==> src/rtl/rgb2yuv_pkg.sv <==
// ----------------------------------------------------------------------------
// rgb2yuv_pkg
// Shared widths, codes, coefficients and helpers of the RGB to YUV 4:2:0
// converter.
// ----------------------------------------------------------------------------
package rgb2yuv_pkg;

  localparam int PIXEL_W    = 32;
  localparam int ADDR_W     = 25;
  localparam int SAMPLE_W   = 8;
  localparam int DIM_W      = 13;
  localparam int CNT_W      = 12;
  localparam int LUMA_W     = 24;
  localparam int CHROMA_W   = 22;
  localparam int CFG_IDX_W  = 3;
  localparam int CFG_DATA_W = 13;
  localparam int SIZE_W     = 2 * DIM_W;
  localparam int MATH_W     = 18;

  localparam int MAX_WIDTH  = 4096;
  localparam int MAX_HEIGHT = 4096;

  localparam logic [DIM_W-1:0] RESET_WIDTH  = DIM_W'(640);
  localparam logic [DIM_W-1:0] RESET_HEIGHT = DIM_W'(480);

  typedef enum logic [1:0] {
    COMP_Y = 2'd0,
    COMP_U = 2'd1,
    COMP_V = 2'd2
  } comp_t;

  typedef enum logic [CFG_IDX_W-1:0] {
    CFG_FRAME_WIDTH  = 3'd0,
    CFG_FRAME_HEIGHT = 3'd1,
    CFG_PLANAR       = 3'd2,
    CFG_RED_OFFSET   = 3'd3,
    CFG_GREEN_OFFSET = 3'd4,
    CFG_BLUE_OFFSET  = 3'd5
  } cfg_reg_t;

  // bt.601 integer coefficients
  localparam logic signed [MATH_W-1:0] KY_R  =  18'sd66;
  localparam logic signed [MATH_W-1:0] KY_G  =  18'sd129;
  localparam logic signed [MATH_W-1:0] KY_B  =  18'sd25;
  localparam logic signed [MATH_W-1:0] KU_R  = -18'sd38;
  localparam logic signed [MATH_W-1:0] KU_G  = -18'sd74;
  localparam logic signed [MATH_W-1:0] KU_B  =  18'sd112;
  localparam logic signed [MATH_W-1:0] KV_R  =  18'sd112;
  localparam logic signed [MATH_W-1:0] KV_G  = -18'sd94;
  localparam logic signed [MATH_W-1:0] KV_B  = -18'sd18;
  localparam logic signed [MATH_W-1:0] ROUND_HALF = 18'sd128;
  localparam logic signed [MATH_W-1:0] Y_BIAS     = 18'sd16;
  localparam logic signed [MATH_W-1:0] C_BIAS     = 18'sd128;

  function automatic logic [SAMPLE_W-1:0] sat8(input logic signed [MATH_W-1:0] q);
    logic [SAMPLE_W-1:0] res;
    if (q < 0) begin
      res = '0;
    end else if (q > 18'sd255) begin
      res = '1;
    end else begin
      res = q[SAMPLE_W-1:0];
    end
    return res;
  endfunction

  // zero reads as one, oversize saturates
  function automatic logic [DIM_W-1:0] clamp_dim(input logic [DIM_W-1:0] v,
                                                 input logic [DIM_W-1:0] maxv);
    logic [DIM_W-1:0] res;
    if (v == '0) begin
      res = DIM_W'(1);
    end else if (v > maxv) begin
      res = maxv;
    end else begin
      res = v;
    end
    return res;
  endfunction

endpackage

==> src/rtl/rgb2yuv_pixel_if.sv <==
// ----------------------------------------------------------------------------
// rgb2yuv_pixel_if
// Valid/ready channel carrying one packed pixel word per request.
// ----------------------------------------------------------------------------
interface rgb2yuv_pixel_if import rgb2yuv_pkg::*; ();
  logic               valid;
  logic               ready;
  logic [PIXEL_W-1:0] pixel_word;

  modport source (output valid, output pixel_word, input ready);
  modport sink   (input valid, input pixel_word, output ready);
endinterface

==> src/rtl/rgb2yuv_sample_if.sv <==
// ----------------------------------------------------------------------------
// rgb2yuv_sample_if
// Valid/ready channel carrying one addressed Y, U or V sample write.
// ----------------------------------------------------------------------------
interface rgb2yuv_sample_if import rgb2yuv_pkg::*; ();
  logic                valid;
  logic                ready;
  logic [ADDR_W-1:0]   sample_address;
  logic [SAMPLE_W-1:0] sample_value;
  logic [1:0]          component;
  logic                last_of_pixel;
  logic                frame_done;

  modport source (output valid, output sample_address, output sample_value,
                  output component, output last_of_pixel, output frame_done,
                  input ready);
  modport sink   (input valid, input sample_address, input sample_value,
                  input component, input last_of_pixel, input frame_done,
                  output ready);
endinterface

==> src/rtl/rgb2yuv_csc.sv <==
// ----------------------------------------------------------------------------
// rgb2yuv_csc
// BT.601 color space conversion of one RGB triple to clamped 8-bit Y, U, V.
// ----------------------------------------------------------------------------
module rgb2yuv_csc import rgb2yuv_pkg::*; (
  input  logic [7:0]          red,
  input  logic [7:0]          green,
  input  logic [7:0]          blue,
  output logic [SAMPLE_W-1:0] y_value,
  output logic [SAMPLE_W-1:0] u_value,
  output logic [SAMPLE_W-1:0] v_value
);

  logic signed [MATH_W-1:0] rs, gs, bs;
  logic signed [MATH_W-1:0] y_sum, u_sum, v_sum;
  logic signed [MATH_W-1:0] y_q, u_q, v_q;

  always_comb begin
    rs = $signed({10'd0, red});
    gs = $signed({10'd0, green});
    bs = $signed({10'd0, blue});
    y_sum = KY_R * rs + KY_G * gs + KY_B * bs + ROUND_HALF;
    u_sum = KU_R * rs + KU_G * gs + KU_B * bs + ROUND_HALF;
    v_sum = KV_R * rs + KV_G * gs + KV_B * bs + ROUND_HALF;
    // arithmetic shift gives floor division by 256
    y_q = (y_sum >>> 8) + Y_BIAS;
    u_q = (u_sum >>> 8) + C_BIAS;
    v_q = (v_sum >>> 8) + C_BIAS;
    y_value = sat8(y_q);
    u_value = sat8(u_q);
    v_value = sat8(v_q);
  end

endmodule

==> src/rtl/rgb2yuv_to_yuv420_converter_unit.sv <==
// ----------------------------------------------------------------------------
// rgb_to_yuv420_converter_unit
// Converts a raster stream of packed RGB pixels into addressed BT.601 YUV
// 4:2:0 sample writes. Every pixel gives a luma write; pixels on an even row
// and an even column then give a U write and a V write. A pixel is taken
// into an input register when it arrives, converted in one pass and held in
// a result register that shows its writes one per cycle while the output
// port is ready. The output port is the only limit: with ready held high, a
// new pixel is accepted in every cycle that the result register frees. From
// acceptance a pixel passes the input register and then the result register
// before its first write. Chroma goes interleaved after the luma plane or, in
// planar mode, to a U plane after luma and a V plane a quarter frame further
// on. The user must write registers only between frames or while the block
// is idle; the block itself does not enforce this.
// ----------------------------------------------------------------------------
module rgb_to_yuv420_converter_unit import rgb2yuv_pkg::*; (
  input  logic                  clk,
  input  logic                  rst,
  input  logic                  cfg_we,
  input  logic [CFG_IDX_W-1:0]  cfg_index,
  input  logic [CFG_DATA_W-1:0] cfg_data,
  rgb2yuv_pixel_if.sink         pixel_in,
  rgb2yuv_sample_if.source      sample_out
);

  // configuration
  logic [DIM_W-1:0] frame_width, frame_height;
  logic             planar_output;
  logic [1:0]       red_byte_offset, green_byte_offset, blue_byte_offset;

  always_ff @(posedge clk) begin
    if (rst) begin
      frame_width       <= RESET_WIDTH;
      frame_height      <= RESET_HEIGHT;
      planar_output     <= 1'b0;
      red_byte_offset   <= 2'd0;
      green_byte_offset <= 2'd1;
      blue_byte_offset  <= 2'd2;
    end else if (cfg_we) begin
      unique case (cfg_reg_t'(cfg_index))
        CFG_FRAME_WIDTH:  frame_width       <= cfg_data[DIM_W-1:0];
        CFG_FRAME_HEIGHT: frame_height      <= cfg_data[DIM_W-1:0];
        CFG_PLANAR:       planar_output     <= cfg_data[0];
        CFG_RED_OFFSET:   red_byte_offset   <= cfg_data[1:0];
        CFG_GREEN_OFFSET: green_byte_offset <= cfg_data[1:0];
        CFG_BLUE_OFFSET:  blue_byte_offset  <= cfg_data[1:0];
        default: ;
      endcase
    end
  end

  logic [DIM_W-1:0] width_eff, height_eff;
  assign width_eff  = clamp_dim(frame_width, DIM_W'(MAX_WIDTH));
  assign height_eff = clamp_dim(frame_height, DIM_W'(MAX_HEIGHT));

  // position counters, advanced when a request is accepted
  logic [CNT_W-1:0]    column_count, row_count;
  logic [LUMA_W-1:0]   luma_count;
  logic [CHROMA_W-1:0] chroma_count;
  logic                pix_take, acc_chroma, acc_row_end, acc_done;

  assign pix_take    = pixel_in.valid && pixel_in.ready;
  assign acc_chroma  = !row_count[0] && !column_count[0];
  assign acc_row_end = ({1'b0, column_count} + DIM_W'(1)) >= width_eff;
  assign acc_done    = acc_row_end && (({1'b0, row_count} + DIM_W'(1)) >= height_eff);

  always_ff @(posedge clk) begin
    if (rst) begin
      column_count <= '0;
      row_count    <= '0;
      luma_count   <= '0;
      chroma_count <= '0;
    end else if (pix_take) begin
      if (acc_done) begin
        column_count <= '0;
        row_count    <= '0;
        luma_count   <= '0;
        chroma_count <= '0;
      end else begin
        luma_count <= luma_count + LUMA_W'(1);
        if (acc_chroma) begin
          chroma_count <= chroma_count + CHROMA_W'(1);
        end
        if (acc_row_end) begin
          column_count <= '0;
          row_count    <= row_count + CNT_W'(1);
        end else begin
          column_count <= column_count + CNT_W'(1);
        end
      end
    end
  end

  // input register
  logic                a_valid;
  logic [PIXEL_W-1:0]  a_pixel;
  logic [LUMA_W-1:0]   a_luma;
  logic [CHROMA_W-1:0] a_chroma_cnt;
  logic                a_chroma, a_done;

  // result register
  logic                b_valid;
  logic [SAMPLE_W-1:0] b_y, b_u, b_v;
  logic [ADDR_W-1:0]   b_y_addr, b_u_addr, b_v_addr;
  logic                b_chroma, b_done;
  comp_t               b_idx;

  logic out_take, b_last, b_free, a_move;

  assign out_take = sample_out.valid && sample_out.ready;
  assign b_last   = (b_idx == COMP_V) || ((b_idx == COMP_Y) && !b_chroma);
  assign b_free   = !b_valid || (out_take && b_last);
  assign a_move   = a_valid && b_free;
  assign pixel_in.ready = !a_valid || a_move;

  always_ff @(posedge clk) begin
    if (rst) begin
      a_valid <= 1'b0;
    end else if (pix_take) begin
      a_valid <= 1'b1;
    end else if (a_move) begin
      a_valid <= 1'b0;
    end
  end

  always_ff @(posedge clk) begin
    if (pix_take) begin
      a_pixel      <= pixel_in.pixel_word;
      a_luma       <= luma_count;
      a_chroma_cnt <= chroma_count;
      a_chroma     <= acc_chroma;
      a_done       <= acc_done;
    end
  end

  // conversion and addressing of the pixel in the input register
  logic [SAMPLE_W-1:0] y_value, u_value, v_value;
  logic [SIZE_W-1:0]   size_full;
  logic [ADDR_W-1:0]   size_addr, chroma_ext, u_addr, v_addr;

  rgb2yuv_csc u_csc (
    .red     (a_pixel[{red_byte_offset, 3'b000} +: 8]),
    .green   (a_pixel[{green_byte_offset, 3'b000} +: 8]),
    .blue    (a_pixel[{blue_byte_offset, 3'b000} +: 8]),
    .y_value (y_value),
    .u_value (u_value),
    .v_value (v_value)
  );

  always_comb begin
    size_full  = SIZE_W'(width_eff) * SIZE_W'(height_eff);
    size_addr  = size_full[ADDR_W-1:0];
    chroma_ext = ADDR_W'(a_chroma_cnt);
    if (planar_output) begin
      u_addr = size_addr + chroma_ext;
      v_addr = size_addr + (size_addr >> 2) + chroma_ext;
    end else begin
      u_addr = size_addr + {chroma_ext[ADDR_W-2:0], 1'b0};
      v_addr = u_addr + ADDR_W'(1);
    end
  end

  always_ff @(posedge clk) begin
    if (rst) begin
      b_valid <= 1'b0;
      b_idx   <= COMP_Y;
    end else if (a_move) begin
      b_valid <= 1'b1;
      b_idx   <= COMP_Y;
    end else if (out_take) begin
      if (b_last) begin
        b_valid <= 1'b0;
      end else if (b_idx == COMP_Y) begin
        b_idx <= COMP_U;
      end else begin
        b_idx <= COMP_V;
      end
    end
  end

  always_ff @(posedge clk) begin
    if (a_move) begin
      b_y      <= y_value;
      b_u      <= u_value;
      b_v      <= v_value;
      b_y_addr <= ADDR_W'(a_luma);
      b_u_addr <= u_addr;
      b_v_addr <= v_addr;
      b_chroma <= a_chroma;
      b_done   <= a_done;
    end
  end

  // one write per cycle out of the result register while the output is ready
  always_comb begin
    sample_out.valid         = b_valid;
    sample_out.component     = b_idx;
    sample_out.last_of_pixel = b_last;
    sample_out.frame_done    = b_done;
    case (b_idx)
      COMP_U: begin
        sample_out.sample_address = b_u_addr;
        sample_out.sample_value   = b_u;
      end
      COMP_V: begin
        sample_out.sample_address = b_v_addr;
        sample_out.sample_value   = b_v;
      end
      default: begin
        sample_out.sample_address = b_y_addr;
        sample_out.sample_value   = b_y;
      end
    endcase
  end

  // a chroma site luma write is followed by its U write
  a_y_then_u: assert property (@(posedge clk) disable iff (rst)
    out_take && (b_idx == COMP_Y) && !b_last |=> b_valid && (b_idx == COMP_U))
    else $error("chroma site luma write not followed by U write");

  // every U write is followed by its V write
  a_u_then_v: assert property (@(posedge clk) disable iff (rst)
    out_take && (b_idx == COMP_U) |=> b_valid && (b_idx == COMP_V))
    else $error("U write not followed by V write");

  // the last pixel of a frame restarts every counter
  a_frame_wrap: assert property (@(posedge clk) disable iff (rst)
    pix_take && acc_done |=> (luma_count == '0) && (chroma_count == '0)
                             && (column_count == '0) && (row_count == '0))
    else $error("counters not cleared at end of frame");

endmodule

==> src/flat_wrapper.sv <==
// flat-port wrapper written by rule: the top's interface ports become plain ports
module rgb_to_yuv420_converter_unit_flat import rgb2yuv_pkg::*;
  (clk, rst, cfg_we, cfg_index, cfg_data, pixel_in_valid, pixel_in_pixel_word, pixel_in_ready, sample_out_valid, sample_out_sample_address, sample_out_sample_value, sample_out_component, sample_out_last_of_pixel, sample_out_frame_done, sample_out_ready);
  rgb2yuv_pixel_if pixel_in_i ();
  rgb2yuv_sample_if sample_out_i ();
  input  logic clk;
  input  logic rst;
  input  logic cfg_we;
  input  logic [CFG_IDX_W-1:0] cfg_index;
  input  logic [CFG_DATA_W-1:0] cfg_data;
  input wire logic [$bits(pixel_in_i.valid)-1:0] pixel_in_valid;
  input wire logic [$bits(pixel_in_i.pixel_word)-1:0] pixel_in_pixel_word;
  output wire logic [$bits(pixel_in_i.ready)-1:0] pixel_in_ready;
  output wire logic [$bits(sample_out_i.valid)-1:0] sample_out_valid;
  output wire logic [$bits(sample_out_i.sample_address)-1:0] sample_out_sample_address;
  output wire logic [$bits(sample_out_i.sample_value)-1:0] sample_out_sample_value;
  output wire logic [$bits(sample_out_i.component)-1:0] sample_out_component;
  output wire logic [$bits(sample_out_i.last_of_pixel)-1:0] sample_out_last_of_pixel;
  output wire logic [$bits(sample_out_i.frame_done)-1:0] sample_out_frame_done;
  input wire logic [$bits(sample_out_i.ready)-1:0] sample_out_ready;
  assign pixel_in_i.valid = pixel_in_valid;
  assign pixel_in_i.pixel_word = pixel_in_pixel_word;
  assign pixel_in_ready = pixel_in_i.ready;
  assign sample_out_valid = sample_out_i.valid;
  assign sample_out_sample_address = sample_out_i.sample_address;
  assign sample_out_sample_value = sample_out_i.sample_value;
  assign sample_out_component = sample_out_i.component;
  assign sample_out_last_of_pixel = sample_out_i.last_of_pixel;
  assign sample_out_frame_done = sample_out_i.frame_done;
  assign sample_out_i.ready = sample_out_ready;
  rgb_to_yuv420_converter_unit u_core (.clk(clk), .rst(rst), .cfg_we(cfg_we), .cfg_index(cfg_index), .cfg_data(cfg_data), .pixel_in(pixel_in_i), .sample_out(sample_out_i));
endmodule
==> config.mk <==
export PLATFORM = sky130hd
export DESIGN_NAME = rgb_to_yuv420_converter_unit_flat
export DESIGN_NICKNAME = d
export VERILOG_FILES = /design/src/rtl/rgb2yuv_pkg.sv /design/src/rtl/rgb2yuv_pixel_if.sv /design/src/rtl/rgb2yuv_sample_if.sv /design/src/rtl/rgb2yuv_csc.sv /design/src/rtl/rgb2yuv_to_yuv420_converter_unit.sv /design/src/flat_wrapper.sv
export SDC_FILE = /design/constraint.sdc
export NUM_CORES = 2
export LEC_CHECK = 0
export ABC_CLOCK_PERIOD_IN_PS = 12200
export BUFFER_PORTS_ARGS = -buffer_cell sky130_fd_sc_hd__buf_4
export CAP_MARGIN = 20
export CORE_MARGIN = 4
export CORE_UTILIZATION = 40
export DETAILED_ROUTE_END_ITERATION = 7
export PLACE_DENSITY = 0.58
export SETUP_SLACK_MARGIN = 0.4
export SYNTH_ARGS = -nofsm -noshare
export SYNTH_HDL_FRONTEND = slang
export SYNTH_SLANG_ARGS = --single-unit
==> constraint.sdc <==
create_clock -name clk -period 12.2 [get_ports clk]
set_clock_uncertainty 0.05 [all_clocks]
set_input_delay 1.22 -clock clk [delete_from_list [all_inputs] [get_ports clk]]
set_output_delay 1.22 -clock clk [all_outputs]
set_load 0.02 [all_outputs]
# == Word-level counts from Yosys, hierarchy flattened ==
# Index checks and enable logic that the tools add are counted.
# word_totals
ff_bits,287
in_bits,53
word_cells,139
# op_classes
add_sub_neg,23
n_mul,10
magnitude_cmp,10
n_eq_ne,7
shift,3
mux,24
n_bitwise,1
reduce_logical,35
# op_table
operator,n
$shiftx A32 B6 Y8,3
$add A18 B9 Y18 const B,3
$mux W13,4
$add A25 B22 Y25,2
$add A25 B23 Y25,2
$mux W25,2
$pmux W25 S2,1
$mux W12,4
$mux W22,2
$add A16 B17 Y18,2
$gt A11 B9 Y1 const B,3
$lt A11 B1 Y1 const B,3
$mul A7 B9 Y16 const A,2
$add A12 B1 Y13 const B,2
$ge A13 B13 Y1,2
$gt A13 B13 Y1 const B,2
$logic_not A13 Y1,2
$add A25 B1 Y25 const B,1
$mul A13 B13 Y25,1
$add A12 B1 Y12 const B,2
$add A24 B1 Y24 const B,1
$mux W24,1
$mux W8,3
$add A10 B9 Y11 const B,2
other kinds (29),61

# == Depth between registers and ports, before layout ==
# logic_depth
depth_word,9
depth_mapped,37
mapped_depth_nobuf,35

# == Cells and area by module ==
# Synthesis repeated with hierarchy kept, for this count alone.
# unflattened
hier_cells,3329
hier_area_um2,31502.7
# modules_own_cells
module,instances,cells_per_inst,area_per_inst_um2,seq_area_each_um2
rgb_to_yuv420_converter_unit,1,2292,22023.6,7547.2
rgb2yuv_csc,1,1037,9479.1,0.0

# == Worst setup path before layout ==
# Ideal clock, no wire load.
# synth_timing
path_kind,input to register
start,input sample_out_ready
end,register u_core.b_chroma (enable)
setup_ns,0.716
arrival_time_ns,8.638
t_required_ns,11.434
path_slack_ns,2.795
cell_stages,2
path_buffers,0
path_cell_list,nand2_1 a21boi_0
# synth_via
elab_chain_len,4
# synth_lines
element,line,rtl
start: declaration,flat_wrapper.sv:20,input wire logic [$bits(sample_out_i.ready)-1:0] sample_out_ready;
$logic_and A1 B1 Y1,rgb2yuv_to_yuv420_converter_unit.sv:110,assign out_take = sample_out.valid && sample_out.ready;
$logic_and A1 B1 Y1,rgb2yuv_to_yuv420_converter_unit.sv:112,assign b_free = !b_valid || (out_take && b_last);
$logic_or A1 B1 Y1,rgb2yuv_to_yuv420_converter_unit.sv:112,
$logic_and A1 B1 Y1,rgb2yuv_to_yuv420_converter_unit.sv:113,assign a_move = a_valid && b_free;
via u_core.a_move,rgb2yuv_to_yuv420_converter_unit.sv:108,"logic out_take, b_last, b_free, a_move;"
end signal: assignment,rgb2yuv_to_yuv420_converter_unit.sv:189,b_chroma <= a_chroma;
end: declaration,rgb2yuv_to_yuv420_converter_unit.sv:105,"logic b_chroma, b_done;"
# The timed path passes the listed nets, and every way through them passes these cells.
# A chain may end at the register's enable or synchronous reset.

# == Final worst setup path ==
# layout_timing
start,register u_core.frame_height[12]
end,"register u_core.b_v_addr[24], data pin"
# layout_via
elab_chain_len,7
word_cells_on_any_way,10
classes_between,add/sub: 4; mul: 1; order compare: 1; mux: 3; reduce/logical: 1
# layout_lines
element,line,rtl
start: declaration,rgb2yuv_to_yuv420_converter_unit.sv:27,"logic [DIM_W-1:0] frame_width, frame_height;"
start signal: assignment,rgb2yuv_to_yuv420_converter_unit.sv:42,CFG_FRAME_HEIGHT: frame_height <= cfg_data[DIM_W-1:0];
$gt A13 B13 Y1,rgb2yuv_pkg.sv:73,end else if (v > maxv) begin
$mux W13,rgb2yuv_pkg.sv:73,
$mux W13 (*),rgb2yuv_pkg.sv:71,if (v == '0) begin
$mul A13 B13 Y25 (*),rgb2yuv_to_yuv420_converter_unit.sv:151,size_full = SIZE_W'(width_eff) * SIZE_W'(height_eff);
"$add A25 B23 Y25, on equally long branches","rgb2yuv_to_yuv420_converter_unit.sv:158, rgb2yuv_to_yuv420_converter_unit.sv:156",
$add A25 B1 Y25 or $add A25 B22 Y25 (tied branches),"rgb2yuv_to_yuv420_converter_unit.sv:159, rgb2yuv_to_yuv420_converter_unit.sv:156",
$mux W25 (*),rgb2yuv_to_yuv420_converter_unit.sv:154,if (planar_output) begin
via u_core.v_addr[24],rgb2yuv_to_yuv420_converter_unit.sv:139,"logic [ADDR_W-1:0] size_addr, chroma_ext, u_addr, v_addr;"
end signal: assignment,rgb2yuv_to_yuv420_converter_unit.sv:188,b_v_addr <= v_addr;
end: declaration,rgb2yuv_to_yuv420_converter_unit.sv:104,"logic [ADDR_W-1:0] b_y_addr, b_u_addr, b_v_addr;"
# Mark *: on every way through the listed nets, which the timed path passes. The rest lies on a longest branch.

==> impl_results.md <==
* Outcome: completed
* Layout Nets at 4116
* Synth area leaders: ha_1, edfxtp_1, fa_1
* Die height at 286 um
* Io pins at 92
* Switching power at 0.00501 W
* Core area at 76300 um2
* Global placer's final weighted congestion at 0.888
* Main combinational cell family by area after synthesis: adder cells
* Vias in the first global route at 22903
* Clk pwr share at 10.5%
* DRC viols at 0
* Share of the synthesized area in the top cell type at 18.5%
* Filler cells at 7477
* Cell area after layout at 34000 um2
* Starting Density at 40.6%
* Rows at 101
* Tightest Hold Check Type: reg -> reg
* Via count at 22767
* Clk slew on worst S/H paths at 0.06 ns
* Peak supply drop at 0.438 mV
* Async set-reset flop share out of synthesis at 0%
* Crit share post-route at 81.9%
* Maxcap violations at 0
* Worst slew pin tran at 0.931 ns
* Commonest cells after routing, fill and taps aside: inv_1, ha_1, nor2_1
* CTS sink count at 287
* Layout Area Growth over Synthesis at 9.65%
* Total CTS buffers at 37
* Post-CTS sizing at 0
* Die Area at 82000 um2
* Synth Area in Adders at 34.3%
* Sum of negative setup slack at 0 ns
* Detailed router's first-iteration violation count at 1327
* Skew-Pair Late Insertion Delay at 0.57 ns
* CP max FO at 21
* Int Power at 0.00516 W
* WL per Instance at 17.4 um
* Die X at 286 um
* Simple-gate share of the synthesized area at 12.8%
* Critical path type: reg -> reg
* Max-slew violation count at 0
* Hold Buf Count CTS at 0
* CTS tree: yes
* #FFs+latches synth at 287
* CP Launch Point: u_core.frame_height[12]
* Final Setup Violations at 0
* Main synth FF type: edfxtp_1
* First-pass GRT wire length at 125000 um
* Commonest non-fill, non-tap cell in the layout: inv_1
* CP max-delay cell: a2111oi_0
* Antenna Cells at 0
* Overall Global Routing Usage at 19.0%
* Remaining Overflow, GRT at 0
* Placed Cells incl. Taps at 4351
* Post-synth EDFFs at 180
* Largest net degree at the start of global routing at 66
* Synthesized instance count at 3300
* ANT nets after route at 0
* DP Wirelength at 61800 um
* Avg Inst Size Synth at 9.39 um2
* Final Hold Fails at 0
* Placed instance area at 32800 um2
* R2R Setup Slk at 2.21 ns
* Synthesis warning total at 0
* Layout cell share with drive strength beyond 1 at 6.85%
* Fmax at 0.100 GHz
* Post-CTS Setup Inserts at 0
* Synth Area in XOR/XNOR at 7.66%
* PD cells at 299 nW/um2
* Register area share after synthesis at 24.4%
* Mapped Area at 31000 um2
* CTS Root Cell: clkbuf_16
* Crit path time final at 9.99 ns
* CP dominant cell by count: fa_1
* Mean number of vias per cell at 5.15
* Leading area contributor after synthesis: ha_1
* Netlist cell types at 84
* Port bufs at 91
* Sequential share of power at 14.2%
* Synth Area in Compound Gates at 11.5%
* Syn nets at 4056
* Largest stage delay, worst path at 0.85 ns
* TritonRoute pass-1 iters at 5
* CP startpoint kind: flip-flop
* Critical Path Sink Type: flip-flop
* Max-slew headroom at 36.3%
* Switching fraction of total power at 49.3%
* Mux share of post-synthesis cell area at 2.38%
* Total Routed Length at 76800 um
* Initial antenna violation count at 1
* CTS max path bufs at 3
* Worst endpoint required time at 12.44 ns
* RSZ-0062 raised after global routing: false
* Static leakage at 15.8 nW
* Worst hold path startpoint: u_core.a_luma[8]
* RR Startpoint: u_core.frame_height[12]
* Logic pwr share at 75.4%
* H-tree Lvls at 2
* Arr. time, crit path at 10.23 ns
* Fin cells at 4419
==> power groups by stage <==
stage	Sequential [W]	Combinational (W)	Clock, W
2_1_floorplan	0.00144	0.00588	0
3_3_place_gp	0.00146	0.00759	0
3_5_place_dp	0.00146	0.00767	0
4_1_cts	0.00144	0.00774	0.00109
5_1_grt	0.00145	0.00868	0.00113
6_report	0.00144	0.00767	0.00106
==> synthesized netlist by cell type, drive strengths merged, types with 11 or more instances <==
cell type	instances
nand2	273
and3	37
buf	12
inv	472
o21ai	87
a211oi	12
clkbuf	79
a31oi	11
o21bai	27
or4	15
and2	11
nand4	20
xor2	111
a22oi	34
a21boi	11
fa	244
a21o	65
nand3	45
nand2b	23
or2	11
xnor2	160
dfxtp	107
o21a	18
mux4	24
a21oi	233
nor2b	45
or3	13
nor2	285
o31ai	21
nor4	15
nand3b	12
nor3	39
edfxtp	180
ha	459
==> critical path: cells and delay by family (launching register included) <==
| family | cells | cell delay, ns |
|---|---|---|
| xor+xnor | 2 | 0.31 |
| fa+ha+maj | 7 | 3.16 |
| buf+inv | 3 | 0.51 |
| compound gates | 11 | 3.74 |
| simple gates | 5 | 1.11 |
| flops | 1 | 0.80 |
==> per-stage QoR <==
stage               power [W]  hold slack (ns)  util (%)  setup slack (ns)
floorplan             0.00732            0.350         -              2.80
global placement      0.00905            0.350      42.9              2.54
detailed placement    0.00913            0.355      42.9              2.29
CTS                    0.0103            0.368      44.5              2.23
global route           0.0113            0.373      44.5              1.37
finish                 0.0102            0.367      44.5              2.21
==> kinds of logic (layout without fill, tap and decap cells) <==
kind of cell    count (synthesis)  after routing
compound gates                567            567
xor+xnor                      271            271
fa+ha+maj                     704            704
buf+inv                       569            658
flops                         287            287
mux                            40             40
simple gates                  862            862
==> per-layer routing <==
metal	vias to the layer above	global-route usage [%]	wire (um)
met5	-	0	0
met1	10967	26.2	36000
met4	0	4.66	1810
li1	11287	-	-
met2	422	32.3	36100
met3	91	1.98	2920
==> flip-flops by register name, indices dropped and copies added, names as in the netlist, 12 cells and up <==
register	count
u_core.a_pixel	32
u_core.b_u_addr	25
u_core.b_v_addr	25
u_core.a_luma	24
u_core.b_y_addr	24
u_core.luma_count	24
u_core.a_chroma_cnt	22
u_core.chroma_count	22
u_core.frame_height	13
u_core.frame_width	13
u_core.column_count	12
u_core.row_count	12
==> layout make-up <==
class,count,area [um2],share of cell area [%]
flip-flops and latches,287,7550,22.2
well taps,1030,1290,3.79
clock buffers,48,998,2.94
repair buffers,112,841,2.48
multi-input cells,2444,21300,62.7
clock inverters,20,198,0.582
inverters,478,1800,5.29
==> worst paths after layout <==
path / endpoint / cells past startpoint
min: u_core.b_y_addr[8] / 0
max reg2reg: u_core.b_v_addr[24] / 28
max: u_core.b_v_addr[24] / 28
min reg2reg: u_core.b_y_addr[8] / 0
Power figures use the tool's default switching activity.
